File: src/rtl/pbig_pkg.sv
// Shared types and constants for the periodic boundary image generator.
`timescale 1ns / 1ps

package pbig_pkg;

  localparam int COORD_W       = 32;
  localparam int LEN_W         = 31;
  localparam int IDX_W         = 16;
  localparam int ADDR_W        = 5;
  localparam int DATA_W        = 32;
  localparam int IN_TDATA_W    = 96;
  localparam int OUT_TDATA_W   = 112;
  localparam int MAX_ATOMS_DEF = 65536;

  localparam logic [LEN_W-1:0] LEN_RESET = 31'd65536;

  typedef enum logic [2:0] {
    REG_LOW_X = 3'd0,
    REG_LOW_Y = 3'd1,
    REG_LOW_Z = 3'd2,
    REG_LEN_X = 3'd3,
    REG_LEN_Y = 3'd4,
    REG_LEN_Z = 3'd5,
    REG_SKIN  = 3'd6,
    REG_FRAC  = 3'd7
  } reg_idx_t;

  typedef struct packed {
    logic [2:0][COORD_W-1:0] low;
    logic [2:0][LEN_W-1:0]   len;
    logic [LEN_W-1:0]        skin;
    logic                    frac;
  } cfg_t;

  typedef struct packed {
    logic [2:0][COORD_W-1:0] pos;
    logic [2:0][COORD_W-1:0] img1;
    logic [2:0][COORD_W-1:0] img2;
    logic [2:0]              hi;
    logic [2:0]              lo;
    logic [IDX_W-1:0]        idx;
  } item_t;

endpackage

File: src/rtl/pbig_expand.sv
// Image sequencer: walks one atom's images in result order, one beat a cycle while out_ready is high.
`timescale 1ns / 1ps

module pbig_expand (
  input  logic                              clk,
  input  logic                              rst_n,
  input  logic                              in_valid,
  output logic                              in_ready,
  input  pbig_pkg::item_t                   in_item,
  output logic                              out_valid,
  input  logic                              out_ready,
  output logic [pbig_pkg::OUT_TDATA_W-1:0]  out_data,
  output logic                              out_image,
  output logic                              out_last
);

  typedef struct packed {
    logic       zp;
    logic       yp;
    logic [1:0] i;
    logic [1:0] j;
    logic [1:0] k;
  } cursor_t;

  logic            v_r;
  pbig_pkg::item_t item_r;
  cursor_t         cur_r;
  cursor_t         cur_nxt;
  logic            done;
  logic [1:0]      cx_m1, cy_m1, cz_m1;
  logic            l1_yp, l1_end;
  logic [1:0]      l1_i, l1_j;
  logic            take;
  logic [2:0][1:0] sel;
  logic [2:0][pbig_pkg::COORD_W-1:0] val;

  assign cx_m1 = {1'b0, item_r.hi[0]} + {1'b0, item_r.lo[0]};
  assign cy_m1 = {1'b0, item_r.hi[1]} + {1'b0, item_r.lo[1]};
  assign cz_m1 = {1'b0, item_r.hi[2]} + {1'b0, item_r.lo[2]};

  always_comb begin
    l1_yp  = cur_r.yp;
    l1_i   = cur_r.i;
    l1_j   = cur_r.j;
    l1_end = 1'b0;
    if (!cur_r.yp) begin
      if (cur_r.i != cx_m1) begin
        l1_i = cur_r.i + 2'd1;
      end else if (cy_m1 != 2'd0) begin
        l1_yp = 1'b1;
        l1_i  = 2'd0;
        l1_j  = 2'd1;
      end else begin
        l1_end = 1'b1;
      end
    end else begin
      if (cur_r.j != cy_m1) begin
        l1_j = cur_r.j + 2'd1;
      end else if (cur_r.i != cx_m1) begin
        l1_i = cur_r.i + 2'd1;
        l1_j = 2'd1;
      end else begin
        l1_end = 1'b1;
      end
    end
  end

  always_comb begin
    cur_nxt = cur_r;
    done    = 1'b0;
    if (!cur_r.zp) begin
      cur_nxt.yp = l1_yp;
      cur_nxt.i  = l1_i;
      cur_nxt.j  = l1_j;
      if (l1_end) begin
        if (cz_m1 != 2'd0) begin
          cur_nxt = '{zp: 1'b1, yp: 1'b0, i: 2'd0, j: 2'd0, k: 2'd1};
        end else begin
          done = 1'b1;
        end
      end
    end else if (cur_r.k != cz_m1) begin
      cur_nxt.k = cur_r.k + 2'd1;
    end else begin
      cur_nxt.yp = l1_yp;
      cur_nxt.i  = l1_i;
      cur_nxt.j  = l1_j;
      cur_nxt.k  = 2'd1;
      done       = l1_end;
    end
  end

  assign sel = {cur_r.k, cur_r.j, cur_r.i};

  always_comb begin
    for (int a = 0; a < 3; a++) begin
      case (sel[a])
        2'd0:    val[a] = item_r.pos[a];
        2'd1:    val[a] = item_r.img1[a];
        default: val[a] = item_r.img2[a];
      endcase
    end
  end

  assign take      = v_r && out_ready;
  assign in_ready  = !v_r || (out_ready && done);
  assign out_valid = v_r;
  assign out_last  = done;
  assign out_image = (cur_r != '0);
  assign out_data  = {item_r.idx, val[2], val[1], val[0]};

  always_ff @(posedge clk) begin
    if (!rst_n) begin
      v_r   <= 1'b0;
      cur_r <= '0;
    end else if (in_valid && in_ready) begin
      v_r   <= 1'b1;
      cur_r <= '0;
    end else if (take) begin
      if (done) begin
        v_r <= 1'b0;
      end
      cur_r <= cur_nxt;
    end
  end

  always_ff @(posedge clk) begin
    if (in_valid && in_ready) begin
      item_r <= in_item;
    end
  end

endmodule

File: config.mk
export PLATFORM = sky130hd
export DESIGN_NAME = pbig_expand
export DESIGN_NICKNAME = d
export VERILOG_FILES = /design/src/rtl/pbig_pkg.sv /design/src/rtl/pbig_expand.sv
export SDC_FILE = /design/constraint.sdc
export NUM_CORES = 1
export LEC_CHECK = 0
export BUFFER_PORTS_ARGS = -buffer_cell sky130_fd_sc_hd__buf_4
export CORE_AREA = 2 2 167 169
export CTS_BUF_LIST = sky130_fd_sc_hd__clkbuf_16
export CTS_CLUSTER_DIAMETER = 30
export CTS_CLUSTER_SIZE = 24
export DETAILED_ROUTE_END_ITERATION = 10
export DIE_AREA = 0 0 169 171
export PLACE_DENSITY = 0.82
export SKIP_LAST_GASP = 1
export SLEW_MARGIN = 10
export SYNTH_ARGS = -nofsm -noshare
export SYNTH_HDL_FRONTEND = slang
export SYNTH_SLANG_ARGS = --single-unit
File: constraint.sdc
create_clock -name clk -period 33.6 [get_ports clk]
set_input_delay 6.72 -clock clk [delete_from_list [all_inputs] [get_ports clk]]
set_output_delay 6.72 -clock clk [all_outputs]
set_load 0.02 [all_outputs]
==> results of run 1 <==
per-stage QoR:
step	setup slack (ns)	cell area, um2
after global placement	19.47	15400
after detailed placement	19.46	15400
after floorplan	10.69	11800
after global routing	19.39	17700
after CTS	19.44	17700
final	19.43	17700
routing by layer:
metal | vias to the layer above | global-route usage
met4 | 0 | 0.0858
met2 | 448 | 0.373
met1 | 3864 | 0.218
met5 | - | 0
met3 | 68 | 0.0814
li1 | 3754 | -
worst paths after layout:
check / to / from / slack, ns
setup reg to reg: out_data[104] / item_r[17] / 29.72
hold reg to reg: cur_r[1] / cur_r[1] / 0.54
hold / removal: cur_r[1] / cur_r[1] / 0.54
setup / recovery: in_ready / out_ready / 19.43
flip-flops by register name (all words and copies together), names as in the netlist:
signal,flops
out_data,16
cur_r,8
item_r,294
out_valid,1
logic make-up after synthesis:
family	share of synthesized area
fa+ha+maj	0.0116
compound gates	0.0780
xor+xnor	0.00655
buf+inv	0.0262
flops	0.801
simple gates	0.0768
power groups by stage:
stage | clock network, uW | registers, uW | logic, uW
detailed placement | 0 | 478 | 94.4
CTS | 685 | 472 | 95.5
global route | 708 | 473 | 101
global placement | 0 | 477 | 92.1
finish | 675 | 472 | 94.9
floorplan | 0 | 490 | 41.0
cells in the final DEF, fill, tap and decap left out, types with 3 or more instances in the layout:
master / count
edfxtp_1: 310
nand2_1: 200
nor2b_1: 3
dfxtp_1: 9
clkinv_4: 4
nor2_1: 5
a22oi_1: 96
nor3_1: 3
clkbuf_16: 69
nand3_1: 4
ha_1: 11
a31oi_1: 6
clkinv_1: 5
a21oi_1: 4
clkinvlp_4: 7
clkinv_2: 11
bufinv_16: 11
o21ai_0: 5
inv_1: 21
buf_4: 438
xor2_1: 5
final cells by class:
class	instances	area [um2]	share of cell area
clock inverter	50	636	0.0359
clock buffer	69	1730	0.0974
sequential	319	9490	0.535
multi-input combinational	372	2070	0.117
tap	346	433	0.0244
inverter	15	56.3	0.00318
timing repair buffer	439	3310	0.187
worst min-delay path: stages (launching register included):
cell and delay (ns):
dfxtp_1 0.32, o21ai_0 0.09, a21oi_1 0.07
==> flow_summary.json, run 1 <==
{
  "drive_gt1_frac": 0.441,
  "final_hold_viol_count": 0,
  "seq_area_frac_synth": 0.801,
  "slowest_stage": "nand4_1",
  "insertion_delay_ns": 0.55,
  "syn_to_final_growth_pct": 49.6,
  "die-area_um2": 28900,
  "antenna_found_initial": 0,
  "fin_crit_ns": 14.17,
  "core_um2": 27300,
  "crit_path_cell_trace": "buf_4, nand4_1, nand2_1, buf_4",
  "cpMostUsedCell": "buf_4",
  "fillers": 1876,
  "root_buffer": "clkbuf_16",
  "crit_type": "primary input to primary output",
  "syn-cell-area_um2": 11800,
  "grt_usage": 0.208,
  "path_max_fanout": 3,
  "worstPathRequired_ns": 26.88,
  "hold_buffers": 0,
  "ys_warn_count": 0,
  "intPower_uw": 970,
  "syn-num-nets": 1082,
  "grt_setup_unrepaired": "false",
  "pwr-share-comb": 0.076,
  "switching_share": 0.218,
  "synth_ff_type": "edfxtp_1",
  "chipHeight_um": 171,
  "powerDensity_nw_per_um2": 70.1,
  "wl_met3_um": 3300,
  "fin_skew_ns": 0.0303,
  "top_signal_layer_used": "met4",
  "p_sw_uw": 271,
  "pwr-share-seq": 0.380,
  "setup_violations": 0,
  "met1_length_um": 10700,
  "cp-end-kind": "primary output",
  "first_pass_iters": 5,
  "clk_pin_slew_worst_paths_ns": 0.04,
  "synthCells": 757,
  "vias": 8134,
  "yosysUniqueCellTypes": 40,
  "routed-wl-met2_um": 16600,
  "ys_async_sr_fraction": 0,
  "hpwl_um": 20400,
  "post_cts_resized": 0,
  "clkPwrFrac": 0.544,
  "final_max_slew_viol_count": 0,
  "synth_top_cell_by_area": "edfxtp_1",
  "routed_via_density": 5.05,
  "synth.area.top_cells": "edfxtp_1, nand2_1, a22oi_1",
  "wl_um": 31400,
  "arrival_ns": 7.45,
  "clockBufferDepth": 3,
  "grt_pass1_wl_um": 45500,
  "yosysTopAreaCellShare": 0.786,
  "num_antenna_cells": 0,
  "yosysMostFrequentCell": "edfxtp_1",
  "syn-mean-instance-area_um2": 15.7,
  "grt_pass1_vias": 8391,
  "worstSetupPathDepth": 4,
  "gr-total-overflow": 0,
  "fin_crit_sh": 0.422,
  "fin_total_pwr_uw": 1240,
  "ant_nets": 0,
  "fin_nets": 1539,
  "cts_setup_buffers": 0,
  "die_w_um": 169,
  "ff2ff_path_depth": 7,
  "pin_count": 430,
  "core.rowCount": 61,
  "avgRoutedWirePerCell_um": 19.5,
  "hold_depth": 2,
  "crit_buf_inv": 2,
  "cp_top_family": "simple AND/OR/NAND/NOR gates",
  "grt_max_degree": 196,
  "critPathMaxStageDelay_ns": 0.23,
  "dr.first_iter.drc_count": 560,
  "ir_worst_vdd_mv": 0.0543,
  "clkSinkCount": 319,
  "layoutNonFillerInstCount": 1610,
  "worst_slew_pin_slew_ns": 1.11,
  "cts_buffers": 67,
  "gp_congestion": 0.789,
  "cts_tree": "yes",
  "slew_headroom": 0.255,
  "hold_path_class": "flip-flop to flip-flop",
  "port_buffers": 429,
  "cts-htree-levels": 3,
  "synth_edf_count": 310,
  "fin_setup_tns_ns": 0,
  "max_clock_freq_ghz": 0.0706,
  "ys_ff_latch": 319,
  "p_leak_uw": 0.00727,
  "finish.utilization": 0.649,
  "status": "completed",
  "whs_ns": 0.535,
  "post-route-drc-count": 0,
  "initial_utilization": 0.434,
  "dp.cells": 1491,
  "synth_commonest_cells": "edfxtp_1, nand2_1, a22oi_1, clkbuf_1, buf_4",
  "max_cap_viol_count": 0,
  "cp-start-kind": "primary input"
}
No activity file was read; power rests on OpenSTA's default activity.
==> run 2: changes to the inputs <==
--- a/config.mk
+++ b/config.mk
@@ -6,13 +6,13 @@
 export NUM_CORES = 1
 export LEC_CHECK = 0
 export BUFFER_PORTS_ARGS = -buffer_cell sky130_fd_sc_hd__buf_4
-export CORE_AREA = 2 2 167 169
+export CORE_AREA = 2 2 168 170
 export CTS_BUF_LIST = sky130_fd_sc_hd__clkbuf_16
 export CTS_CLUSTER_DIAMETER = 30
 export CTS_CLUSTER_SIZE = 24
 export DETAILED_ROUTE_END_ITERATION = 10
-export DIE_AREA = 0 0 169 171
-export PLACE_DENSITY = 0.82
+export DIE_AREA = 0 0 170 172
+export PLACE_DENSITY = 0.81
 export SKIP_LAST_GASP = 1
 export SLEW_MARGIN = 10
 export SYNTH_ARGS = -nofsm -noshare
==> constraint.sdc (replaced) <==
create_clock -name clk -period 13.95 [get_ports clk]
set_input_delay 2.79 -clock clk [delete_from_list [all_inputs] [get_ports clk]]
set_output_delay 2.79 -clock clk [all_outputs]
set_load 0.02 [all_outputs]
==> flow_summary.json, run 2 (synthesis gave the netlist of run 1 again) <==
{
  "cpMostUsedCell": "buf_4",
  "grt_setup_unrepaired": "false",
  "chipHeight_um": 172,
  "grt_max_degree": 87,
  "cts_setup_buffers": 0,
  "worstPathRequired_ns": 11.16,
  "final_area_um2": 17400,
  "crit_path_cell_trace": "buf_4, nand4_1, nand2_1, buf_4",
  "max_clock_freq_ghz": 0.159,
  "wl_um": 30700,
  "syn_to_final_growth_pct": 46.5,
  "pin_count": 430,
  "root_buffer": "clkbuf_16",
  "grt_pass1_vias": 8438,
  "final_max_slew_viol_count": 0,
  "clockBufferDepth": 3,
  "ant_nets": 0,
  "insertion_delay_ns": 0.56,
  "fin_crit_ns": 6.29,
  "slowest_stage": "nand4_1",
  "avgRoutedWirePerCell_um": 19.1,
  "final_hold_viol_count": 0,
  "ir_worst_vdd_mv": 0.113,
  "routed_via_density": 5.05,
  "core.rowCount": 61,
  "most-common-layout-cells": "buf_4, edfxtp_1, nand2_1, a22oi_1, clkbuf_16",
  "fin_setup_tns_ns": 0,
  "first_pass_iters": 5,
  "die-area_um2": 29200,
  "largest_reg_flops": 294,
  "p_leak_uw": 0.00709,
  "layoutNonFillerInstCount": 1606,
  "vias": 8114,
  "post-route-drc-count": 0,
  "cp-end-kind": "primary output",
  "core_um2": 27500,
  "initial_utilization": 0.431,
  "fin_nets": 1534,
  "port_buffers": 429,
  "top_register": "item_r",
  "hpwl_um": 20800,
  "cts_tree": "yes",
  "clk_pin_slew_worst_paths_ns": 0.05,
  "antenna_found_initial": 1,
  "dp.cells": 1494,
  "fin_skew_ns": 0.0234,
  "drive_gt1_frac": 0.442,
  "cts-htree-levels": 2,
  "arrival_ns": 3.50,
  "dr.first_iter.drc_count": 478,
  "die_w_um": 170,
  "grt_pass1_wl_um": 43800,
  "path_max_fanout": 3,
  "post_cts_resized": 0,
  "finish.utilization": 0.632,
  "final_common_cell": "buf_4",
  "setup_violations": 0,
  "fin_crit_sh": 0.451,
  "cts_buffers": 59,
  "grt_usage": 0.196,
  "worst_slew_pin_slew_ns": 1.11,
  "clkSinkCount": 319,
  "crit_type": "primary input to primary output",
  "hold_buffers": 0,
  "powerDensity_nw_per_um2": 158,
  "place_area_um2": 15400,
  "max_cap_viol_count": 0,
  "cp-start-kind": "primary input",
  "cp_top_family": "simple AND/OR/NAND/NOR gates",
  "slew_headroom": 0.260,
  "gr-total-overflow": 0,
  "crit_buf_inv": 2,
  "hold_path_class": "flip-flop to flip-flop",
  "gp_congestion": 0.830,
  "status": "completed",
  "critPathMaxStageDelay_ns": 0.23
}
## run 2: changes by cell type in the layout (fill, tap and decap cells not counted), sizes merged
cell,delta
clkinvlp,+3
clkbuf,-8
buf,+3
diode,+1
clkinv,-3
bufinv,-7
inv,+7
## run 2: worst paths after layout
kind / start / to / slack [ns] / cells after the start
min: cur_r[1] / cur_r[1] / 0.51 / 2
max: out_ready / in_ready / 7.66 / 4
max reg2reg: item_r[20] / item_r[16] / 9.10 / 9
min reg2reg: cur_r[1] / cur_r[1] / 0.51 / 2
## run 2: through the flow
stage | worst slack, ns | hold slack, ns | power, uW
floorplan | 1.98 | 0.478 | 1260
global placement | 7.71 | 0.496 | 1370
detailed placement | 7.57 | 0.507 | 1380
CTS | 7.68 | 0.513 | 2770
global route | 7.65 | 0.555 | 2840
finish | 7.66 | 0.506 | 2740
## run 2: worst reg2reg max path, cell delays in order (launching register included)
cell      delay, ns
edfxtp_1       0.40
inv_1          0.07
ha_1           0.24
xor2_2         0.20
o21ai_2        0.35
nand4_1        0.33
a21oi_4        0.22
buf_4          0.66
buf_4          0.95
buf_4          1.00
## run 2: where the power goes
part,switching [uW],internal [uW]
sequential,16.1,1120
clock,498,883
combinational,119,109
total,633,2110
## run 2: metal layers
metal / global-route usage / wire, um / up-vias
met1: 0.199 / 10300 / 3873
met3: 0.0723 / 2920 / 80
li1: - / - / 3750
met5: 0 / 0 / -
met4: 0.0951 / 1250 / 0
met2: 0.357 / 16200 / 411
## run 2: layout make-up
cell class	count	area, um2
antenna	1	2.50
clock buffer	61	1530
clock inverter	50	467
fill	1951	10100
inverter	15	56.3
multi-input combinational	372	2070
sequential	319	9490
tap	346	433
timing repair buffer	442	3320
