[config.mk]
export PLATFORM = sky130hd
export DESIGN_NAME = pbig_regs
export DESIGN_NICKNAME = d
export VERILOG_FILES = /design/src/rtl/pbig_pkg.sv /design/src/rtl/pbig_regs.sv
export SDC_FILE = /design/constraint.sdc
export NUM_CORES = 1
export LEC_CHECK = 0
export BUFFER_PORTS_ARGS = -buffer_cell sky130_fd_sc_hd__buf_4
export CAP_MARGIN = 40
export CELL_PAD_IN_SITES_DETAIL_PLACEMENT = 1
export CELL_PAD_IN_SITES_GLOBAL_PLACEMENT = 1
export CORE_MARGIN = 8
export CORE_UTILIZATION = 35
export CTS_BUF_LIST = sky130_fd_sc_hd__clkbuf_4 sky130_fd_sc_hd__clkbuf_8 sky130_fd_sc_hd__clkbuf_16
export CTS_CLUSTER_DIAMETER = 80
export DETAILED_ROUTE_END_ITERATION = 7
export PLACE_DENSITY = 0.81
export SETUP_SLACK_MARGIN = 0.02
export SYNTH_ARGS = -nofsm -noshare
export SYNTH_HDL_FRONTEND = slang
export SYNTH_SLANG_ARGS = --single-unit
[constraint.sdc]
create_clock -name clk -period 1.9 [get_ports clk]
set_clock_uncertainty 0.15 [all_clocks]
set_input_delay 0.38 -clock clk [delete_from_list [all_inputs] [get_ports clk]]
set_output_delay 0.38 -clock clk [all_outputs]
set_load 0.05 [all_outputs]
[src/rtl/pbig_pkg.sv]
// Shared types and constants for the periodic boundary image generator.
`timescale 1ns / 1ps

package pbig_pkg;

  localparam int COORD_W       = 32;
  localparam int LEN_W         = 31;
  localparam int IDX_W         = 16;
  localparam int ADDR_W        = 5;
  localparam int DATA_W        = 32;
  localparam int IN_TDATA_W    = 96;
  localparam int OUT_TDATA_W   = 112;
  localparam int MAX_ATOMS_DEF = 65536;

  localparam logic [LEN_W-1:0] LEN_RESET = 31'd65536;

  typedef enum logic [2:0] {
    REG_LOW_X = 3'd0,
    REG_LOW_Y = 3'd1,
    REG_LOW_Z = 3'd2,
    REG_LEN_X = 3'd3,
    REG_LEN_Y = 3'd4,
    REG_LEN_Z = 3'd5,
    REG_SKIN  = 3'd6,
    REG_FRAC  = 3'd7
  } reg_idx_t;

  typedef struct packed {
    logic [2:0][COORD_W-1:0] low;
    logic [2:0][LEN_W-1:0]   len;
    logic [LEN_W-1:0]        skin;
    logic                    frac;
  } cfg_t;

  typedef struct packed {
    logic [2:0][COORD_W-1:0] pos;
    logic [2:0][COORD_W-1:0] img1;
    logic [2:0][COORD_W-1:0] img2;
    logic [2:0]              hi;
    logic [2:0]              lo;
    logic [IDX_W-1:0]        idx;
  } item_t;

endpackage

[src/rtl/pbig_regs.sv]
// APB configuration registers for the periodic boundary image generator.
`timescale 1ns / 1ps

module pbig_regs (
  input  logic                          clk,
  input  logic                          rst_n,
  input  logic                          cfg_psel,
  input  logic                          cfg_penable,
  input  logic                          cfg_pwrite,
  input  logic [pbig_pkg::ADDR_W-1:0]   cfg_paddr,
  input  logic [pbig_pkg::DATA_W-1:0]   cfg_pwdata,
  output logic [pbig_pkg::DATA_W-1:0]   cfg_prdata,
  output logic                          cfg_pready,
  output pbig_pkg::cfg_t                cfg
);

  pbig_pkg::cfg_t cfg_r;
  logic [2:0]     idx;
  logic           wr_en;

  assign idx        = cfg_paddr[4:2];
  assign wr_en      = cfg_psel && cfg_penable && cfg_pwrite;
  assign cfg_pready = 1'b1;
  assign cfg        = cfg_r;

  always_ff @(posedge clk) begin
    if (!rst_n) begin
      cfg_r.low  <= '0;
      cfg_r.len  <= {3{pbig_pkg::LEN_RESET}};
      cfg_r.skin <= '0;
      cfg_r.frac <= 1'b0;
    end else if (wr_en) begin
      unique case (idx)
        pbig_pkg::REG_LOW_X: cfg_r.low[0] <= cfg_pwdata;
        pbig_pkg::REG_LOW_Y: cfg_r.low[1] <= cfg_pwdata;
        pbig_pkg::REG_LOW_Z: cfg_r.low[2] <= cfg_pwdata;
        pbig_pkg::REG_LEN_X: cfg_r.len[0] <= cfg_pwdata[30:0];
        pbig_pkg::REG_LEN_Y: cfg_r.len[1] <= cfg_pwdata[30:0];
        pbig_pkg::REG_LEN_Z: cfg_r.len[2] <= cfg_pwdata[30:0];
        pbig_pkg::REG_SKIN:  cfg_r.skin   <= cfg_pwdata[30:0];
        pbig_pkg::REG_FRAC:  cfg_r.frac   <= cfg_pwdata[0];
        default: ;
      endcase
    end
  end

  always_comb begin
    unique case (idx)
      pbig_pkg::REG_LOW_X: cfg_prdata = cfg_r.low[0];
      pbig_pkg::REG_LOW_Y: cfg_prdata = cfg_r.low[1];
      pbig_pkg::REG_LOW_Z: cfg_prdata = cfg_r.low[2];
      pbig_pkg::REG_LEN_X: cfg_prdata = {1'b0, cfg_r.len[0]};
      pbig_pkg::REG_LEN_Y: cfg_prdata = {1'b0, cfg_r.len[1]};
      pbig_pkg::REG_LEN_Z: cfg_prdata = {1'b0, cfg_r.len[2]};
      pbig_pkg::REG_SKIN:  cfg_prdata = {1'b0, cfg_r.skin};
      pbig_pkg::REG_FRAC:  cfg_prdata = {31'd0, cfg_r.frac};
      default:             cfg_prdata = '0;
    endcase
  end

endmodule

==> flow_metrics.py, run 1 <==
metrics = {
    "drt": {
        "drt-total-wl_um": 41810,
        "vias_per_cell": 5.247,
        "drt_iter0_markers": 401,
        "wl_met2_um": 20270,
        "drt_pass1_iterations": 4,
        "wl_per_cell_um": 23.93,
        "postRouteAntennaNets": 0,
        "vias": 9167,
        "wl_met3_um": 2957,
        "wl_met1_um": 17400,
        "drcViolationCount": 0,
        "routed.top_layer": "met4",
    },
    "critical_path": {
        "worstRegToRegCells": 4,
        "worst-path-stages": 4,
        "critical_path_class": "reg2out",
        "cp.required_ps": 1370,
        "cp-endpoint": "cfg_prdata[30]",
        "cp_num_buf_inv": 1,
        "path_delay_family": "compound AO/OA/AOI/OAI gates",
        "cp_cell_sequence": "mux2i_2 -> a221oi_2 -> o32a_4 -> buf_8",
        "r2r_slack_ps": 940,
        "timing.rr.start": "cfg[46]",
        "crit_path_top_delay_cell": "o32a_4",
        "arrival_ps": 1650,
        "start_kind": "flop",
        "cp-startpoint": "cfg[187]",
        "critical_path.max_stage_delay_ps": 390,
        "rr_endpoint": "cfg[46]",
        "end_kind": "output port",
        "worstPathMaxFanout": 3,
    },
    "run_status": {
        "status": "finished with violations",
        "violations": "setup timing",
    },
    "global_routing": {
        "grt_pass1_wl_um": 62540,
        "grtUsageTotal": 0.2390,
        "overflow": 0,
        "antenna_found_initial": 1,
        "grt_pass1_vias": 10215,
        "grt_max_degree": 42,
    },
    "die": {
        "initial_utilization": 0.3547,
        "die_area_sq_um": 33690,
        "pin_count": 296,
        "die_w_um": 183.6,
        "die_h_um": 183.6,
        "floorplan.rows": 61,
        "core_sq_um": 27710,
    },
    "yosys": {
        "synth_enable_flop_cells": 0,
        "synth_ff_type": "dfxtp_1",
        "seq_area_frac_synth": 0.4502,
        "synthCells": 1002,
        "ys_ff_latch": 221,
        "yosys_warnings": 0,
        "synth_nets": 1044,
        "async_flop_share": 0,
        "avgSynthCellArea_sq_um": 9.807,
        "synth.distinct_cells": 31,
        "yosys.area.top_type": "dfxtp_1",
        "synth.area.top_cells": "dfxtp_1 (45%), mux2i_1 (28%), nand2_1 (10%)",
        "syn_area_sq_um": 9827,
        "synth.top_cell.area_share": 0.4502,
    },
    "placed_design": {
        "pre_cts_ws_ps": -423.1,
        "routabilityCongestion": 0.7914,
        "placed_area_sq_um": 13570,
        "place_hpwl_um": 29270,
        "io_buffers": 292,
    },
    "cells_and_area": {
        "layout-drive-gt1-share": 0.4452,
        "nets": 1392,
        "largest_reg_flops": 221,
        "post-route-util": 0.5548,
        "syn2layout_area_growth_pct": 56.42,
        "final_area_sq_um": 15370,
    },
    "clock_tree": {
        "clk_pin_slew_ps": 60,
        "ctsLongestPathBuffers": 3,
        "root_buffer": "clkbuf_16",
        "h-tree-depth": 1,
        "cts_tree": "built",
        "clkLatencyLatePin_ps": 510,
        "hold_buffers": 0,
        "cts.sinks": 221,
        "numCtsBuffers": 25,
    },
    "timing": {
        "fin_hold_ws_ps": 41.29,
        "finalCritPeriodShare": 1.149,
        "max_slew_margin": 0.5885,
        "fin_crit_ps": 2184,
        "hold_viol": 0,
        "tightest_slew_ps": 615.0,
        "final.setup.worst_slack_ps": -283.9,
        "rsz0062_at_grt": "yes",
        "drv_slew": 0,
        "max_freq_mhz": 457.9,
        "finalSetupViolations": 32,
    },
    "hold_path": {
        "holdPathStages": 3,
        "hold_class": "in2reg",
        "min-delay-start": "cfg_pwdata[31]",
    },
    "power": {
        "peakVddDrop_mv": 0.4381,
        "power_density_nw_per_um2": 745.7,
        "leakage_nw": 6.586,
    },
    "job": {
        "cap_violations": 0,
    },
}
==> layout by cell type (no fill, tap or decap), types with 11 or more instances in the layout <==
master,n
o221ai_2,17
dfxtp_2,60
dfxtp_1,160
buf_4,326
nand2_1,261
buf_6,25
buf_12,33
inv_1,29
buf_8,17
a2bb2oi_1,15
mux2i_1,266
o221a_4,26
a2bb2oi_2,11
clkbuf_16,26
==> kinds of logic (layout without fill, tap and decap cells) <==
kind of cell,count (synthesis),count (layout),share of synthesized area
compound gates,97,97,0.09193
buf+inv,114,480,0.05411
flops,221,221,0.4502
mux,278,278,0.2832
other cells,1,2,0.0003816
simple gates,291,291,0.1202
==> worst min path at each step <==
stage | endpoint | slack (ps)
6_report | cfg[188] | 40
3_5_place_dp | cfg[119] | 320
2_1_floorplan | cfg[188] | 410
3_3_place_gp | cfg[46] | 310
5_1_grt | cfg[48] | 50
4_1_cts | cfg[188] | 20
==> synthesized netlist by cell type, drive strengths merged (5+ instances only) <==
cell type,instances
buf,43
o32a,5
nor2,7
a2bb2oi,26
nand2b,6
o221ai,24
nor2b,6
o221a,26
clkbuf,42
mux2i,278
dfxtp,221
nand2,261
o22ai,5
inv,29
==> layout make-up <==
type                       instances  area, sq um
fill                            2982        12330
multi-input combinational        667         5609
sequential                       221         4503
timing repair buffer             406         3780
clock buffer                      33        723.2
tap                              378        473.0
clock inverter                    12        171.4
inverter                          29        108.9
antenna                            1        2.502
==> where the power goes <==
group / total, mW / leakage (nW) / internal [mW] / switching (mW)
logic: 1.54 / 4.34 / 0.637 / 0.907
registers: 4.70 / 1.81 / 4.67 / 0.0358
clock network: 5.21 / 0.438 / 3.22 / 2.00
==> layer usage <==
layer	vias to the layer above	GRT usage
li1	4190	-
met1	4598	0.2851
met2	305	0.4183
met3	74	0.05593
met4	0	0.07580
met5	-	0
==> timing repair <==
action                     CTS  global route
cloned                       4             1
hold endpoints to repair     0             0
setup buffers               15             4
pin swaps                   24            13
setup endpoints to repair   32            32
gates resized for setup    171            17
==> metrics by stage <==
stage	setup TNS, ps	instances	power (mW)
3_5_place_dp	-29840	1681	6.156
6_report	-7989	1747	11.46
2_1_floorplan	-1548	1002	5.656
4_1_cts	-7483	1742	11.54
3_3_place_gp	-24390	1681	6.132
5_1_grt	-8804	1747	11.83
==> worst min-delay path: stages <==
cell and delay, ps:
buf_4 80, nand2_1 80, mux2i_1 130
(Power assumes the default switching activity.)
==> inputs of run 2 (changes only) <==
MAX_ROUTING_LAYER = met4   (was not set)
==> flow_metrics.py, run 2 (synthesis gave the netlist of run 1 again) <==
metrics = {
    "critical_path": {
        "start_kind": "input port",
        "crit_path_top_delay_cell": "or3_4",
        "cp.required_ps": 1370,
        "end_kind": "output port",
        "worstPathMaxFanout": 7,
        "arrival_ps": 1650,
        "cp_cell_sequence": "buf_4 -> or3_4 -> clkbuf_16 -> o221a_4 -> buf_6",
        "critical_path.max_stage_delay_ps": 470,
        "critical_path_class": "in2out",
    },
    "cells_and_area": {
        "fin_cells": 1747,
        "nets": 1392,
        "layout-drive-gt1-share": 0.4452,
        "layout_common_cells": "buf_4 (326), mux2i_1 (266), nand2_1 (261)",
        "post-route-util": 0.5548,
        "final_common_cell": "buf_4",
        "largest_reg_flops": 221,
        "syn2layout_area_growth_pct": 56.42,
    },
    "drt": {
        "wl_met3_um": 2873,
        "drcViolationCount": 0,
        "vias_per_cell": 5.250,
        "postRouteAntennaNets": 0,
        "wl_per_cell_um": 24.02,
        "drt_pass1_iterations": 4,
        "vias": 9172,
        "routed.top_layer": "met4",
        "drt_iter0_markers": 409,
        "wl_met2_um": 20220,
        "drt-total-wl_um": 41960,
        "wl_met1_um": 17670,
    },
    "placed_design": {
        "io_buffers": 292,
        "place_hpwl_um": 29270,
        "routabilityCongestion": 0.8011,
        "placed_cells": 1681,
    },
    "timing": {
        "finalSetupViolations": 32,
        "drv_slew": 0,
        "hold_viol": 0,
        "rsz0062_at_grt": "yes",
        "setup_tns_ps": -7951,
        "finalCritPeriodShare": 1.147,
        "final.setup.worst_slack_ps": -278.8,
        "tightest_slew_ps": 612.2,
        "max_freq_mhz": 459.0,
        "max_slew_margin": 0.5904,
        "fin_crit_ps": 2179,
    },
    "global_routing": {
        "overflow": 0,
        "grt_max_degree": 42,
        "antenna_found_initial": 1,
        "grtUsageTotal": 0.2461,
        "grt_pass1_wl_um": 62510,
        "grt_pass1_vias": 10223,
    },
    "clock_tree": {
        "cts.sinks": 221,
        "numCtsBuffers": 25,
        "clkLatencyLatePin_ps": 510,
        "clk_pin_slew_ps": 60,
        "hold_buffers": 0,
        "h-tree-depth": 1,
        "root_buffer": "clkbuf_16",
        "ctsLongestPathBuffers": 3,
        "cts_tree": "built",
    },
    "job": {
        "cap_violations": 0,
    },
    "power": {
        "leakage_nw": 6.586,
        "finalPower_mw": 11.46,
        "peakVddDrop_mv": 0.4381,
        "power_density_nw_per_um2": 745.5,
    },
    "run_status": {
        "violations": "setup timing",
        "status": "finished with violations",
    },
    "die": {
        "die_h_um": 183.6,
        "die_w_um": 183.6,
        "die_area_sq_um": 33690,
        "pin_count": 296,
        "floorplan.rows": 61,
        "initial_utilization": 0.3547,
        "core_sq_um": 27710,
    },
    "hold_path": {
        "hold_class": "in2reg",
    },
}
-- run 2: per-stage QoR --
stage	setup slack, ps	instance area, sq um	hold WS [ps]
finish	-278.8	15370	46.74
global route	-338.6	15370	48.63
CTS	-326.7	15250	21.72
detailed placement	-423.1	13570	316.5
global placement	-392.8	13570	309.1
floorplan	-54.81	10360	412.7
-- run 2: final cells by class --
class,count,area [sq um]
fill,2982,12330
multi-input combinational,667,5609
sequential,221,4503
timing repair buffer,406,3780
clock buffer,33,723.2
tap,378,473.0
clock inverter,12,171.4
inverter,29,108.9
antenna,1,2.502
-- run 2: where the power goes --
part	switching (mW)	internal [mW]	total [mW]
Clock	1.99	3.22	5.21
Combinational	0.909	0.637	1.55
Sequential	0.0359	4.67	4.70
-- run 2: routing by layer --
layer,up-vias,global-route usage
li1,4193,-
met1,4579,0.2910
met2,325,0.4183
met3,75,0.04684
met4,0,0.07580
met5,-,-
-- run 2: worst paths after layout --
path                       start              to  cells past startpoint  slack [ps]
hold / removal    cfg_pwdata[31]        cfg[188]                      3          50
hold reg to reg          cfg[29]         cfg[29]                      2         320
setup reg to reg         cfg[46]         cfg[46]                      4         940
setup / recovery    cfg_paddr[2]  cfg_prdata[13]                      5        -280
-- run 2: what timing repair did --
item / 4_1_cts / 5_1_grt
endpoints found under the setup margin: 32 / 32
gates resized for setup: 171 / 17
pin swaps: 24 / 13
cloned: 4 / 1
setup buffers: 15 / 4
-- run 2: worst max-delay path, delay by kind of cell --
family	cells	cell delay (ps)
AO/OA/AOI/OAI	1	270
buffers and inverters	3	520
AND/OR/NAND/NOR	1	470
==> inputs of run 3 (changes only) <==
SETUP_SLACK_MARGIN = 0.3   (was 0.02)
==> flow_metrics.py, run 3 (synthesis gave the netlist of run 1 again) <==
metrics = {
    "run_status": {
        "status": "finished with violations",
        "violations": "setup timing",
    },
    "drt": {
        "drt_iter0_markers": 443,
        "postRouteAntennaNets": 0,
        "vias_per_cell": 5.452,
        "wl_per_cell_um": 28.16,
        "drt_pass1_iterations": 4,
        "drt-total-wl_um": 49680,
        "vias": 9617,
        "drcViolationCount": 0,
    },
    "placed_design": {
        "place_hpwl_um": 29270,
        "io_buffers": 292,
        "routabilityCongestion": 0.8011,
    },
    "hold_path": {
        "worst_hold_path.endpoint": "cfg[48]",
        "hold_class": "in2reg",
        "min-delay-start": "cfg_pwdata[16]",
        "holdPathStages": 3,
    },
    "timing": {
        "setup_tns_ps": -8932,
        "drv_slew": 0,
        "hold_viol": 0,
        "finalSetupViolations": 32,
        "finalCritPeriodShare": 1.211,
        "tightest_slew_ps": 582.0,
        "max_freq_mhz": 434.7,
        "final.setup.worst_slack_ps": -400.3,
        "rsz0062_at_grt": "yes",
        "max_slew_margin": 0.6106,
        "fin_crit_ps": 2300,
    },
    "critical_path": {
        "arrival_ps": 1770,
        "end_kind": "output port",
        "rr_endpoint": "cfg[2]",
        "worstPathMaxFanout": 2,
        "critical_path_class": "reg2out",
        "cp.required_ps": 1370,
        "worstRegToRegCells": 5,
        "timing.rr.start": "cfg[2]",
        "start_kind": "flop",
        "r2r_slack_ps": 810,
    },
    "power": {
        "peakVddDrop_mv": 0.4419,
        "leakage_nw": 7.186,
        "internal_power_mw": 8.431,
        "seqPwrFrac": 0.397,
        "p_comb_frac": 0.145,
        "power_density_nw_per_um2": 649.3,
        "switching_share": 0.2659,
        "p_switching_mw": 3.053,
        "clockPowerShare": 0.458,
    },
    "cells_and_area": {
        "layout_common_cells": "mux2i_1 (265), nand2_1 (261), buf_8 (169)",
        "fillers": 2676,
        "diodes": 0,
        "largest_reg_flops": 221,
        "nets": 1410,
        "layout-drive-gt1-share": 0.5758,
        "final_common_cell": "mux2i_1",
        "post-route-util": 0.6384,
        "syn2layout_area_growth_pct": 79.97,
    },
    "die": {
        "die_w_um": 183.6,
        "die_h_um": 183.6,
        "initial_utilization": 0.3547,
        "floorplan.rows": 61,
        "core_sq_um": 27710,
        "pin_count": 296,
        "die_area_sq_um": 33690,
    },
    "global_routing": {
        "grt_pass1_vias": 10750,
        "overflow": 0,
        "grt_max_degree": 42,
        "grtUsageTotal": 0.2704,
        "antenna_found_initial": 0,
        "grt_pass1_wl_um": 67930,
    },
    "clock_tree": {
        "clkLatencyLatePin_ps": 520,
        "numCtsBuffers": 25,
        "hold_buffers": 0,
        "ctsLongestPathBuffers": 3,
        "h-tree-depth": 1,
        "cts_tree": "built",
        "root_buffer": "clkbuf_16",
        "cts.sinks": 221,
        "clk_pin_slew_ps": 60,
    },
    "job": {
        "cap_violations": 0,
    },
}
run 3: cell types whose count changed in the layout (fill, tap and decap cells not counted), moves of 9 or more:
cell / before / now
buf_4: 326 / 98
dfxtp_1: 160 / 0
buf_8: 17 / 169
dfxtp_4: 1 / 124
buf_6: 25 / 109
dfxtp_2: 60 / 97
a2bb2oi_1: 15 / 6
a2bb2oi_2: 11 / 20
buf_12: 33 / 42
run 3: layout make-up:
type	count	area (sq um)	share of cell area
multi-input combinational	667	5697	0.3221
timing repair buffer	424	5502	0.3111
sequential	221	5011	0.2833
clock buffer	33	723.2	0.04089
tap	378	473.0	0.02674
clock inverter	12	171.4	0.009692
inverter	29	108.9	0.006155
run 3: stage by stage:
step	hold WS, ps	worst slack, ps	power [mW]	std cells	area [sq um]
after global placement	309.1	-392.8	6.132	1681	13570
final	61.44	-400.3	11.48	1764	17690
after floorplan	412.7	-54.81	5.656	1002	10360
after detailed placement	316.5	-423.1	6.156	1681	13570
after global routing	44.17	-456.7	11.77	1764	17690
after CTS	21.58	-403.3	11.53	1751	16810
run 3: metal layers:
layer	global-route usage	wire length, um	vias up
met5	-	0	-
met4	0.09954	2278	0
met3	0.05494	2793	129
met2	0.4767	25190	385
met1	0.2976	19420	4860
li1	-	-	4243
run 3: worst max path at each step:
| stage | start | to | slack [ps] | cells after the start |
|---|---|---|---|---|
| after detailed placement | cfg_paddr[4] | cfg_prdata[0] | -420 | 6 |
| final | cfg[62] | cfg_prdata[30] | -400 | 5 |
| after CTS | cfg[62] | cfg_prdata[30] | -400 | 5 |
| after global placement | cfg_paddr[4] | cfg_prdata[0] | -390 | 6 |
| after global routing | cfg[62] | cfg_prdata[30] | -460 | 5 |
| after floorplan | cfg_paddr[3] | cfg_prdata[11] | -50 | 5 |
run 3: worst max-delay path, stage by stage, from the launching register on:
cell and delay [ps]:
dfxtp_2 320, mux2i_1 170, a221oi_2 80, buf_4 140, o32a_4 380, buf_8 160
run 3: timing repair:
action                     CTS  global route
pin swaps                   20            10
setup endpoints to repair  253           180
cloned                       4             2
resized for setup          678           214
buffers inserted            21            11
run 3: power groups by stage:
stage / Sequential, mW / Combinational, mW / Clock (mW)
after floorplan: 4.91 / 0.743 / 0
after CTS: 4.65 / 1.56 / 5.32
after detailed placement: 4.80 / 1.35 / 0
after global placement: 4.80 / 1.33 / 0
after global routing: 4.56 / 1.71 / 5.50
final: 4.56 / 1.67 / 5.26
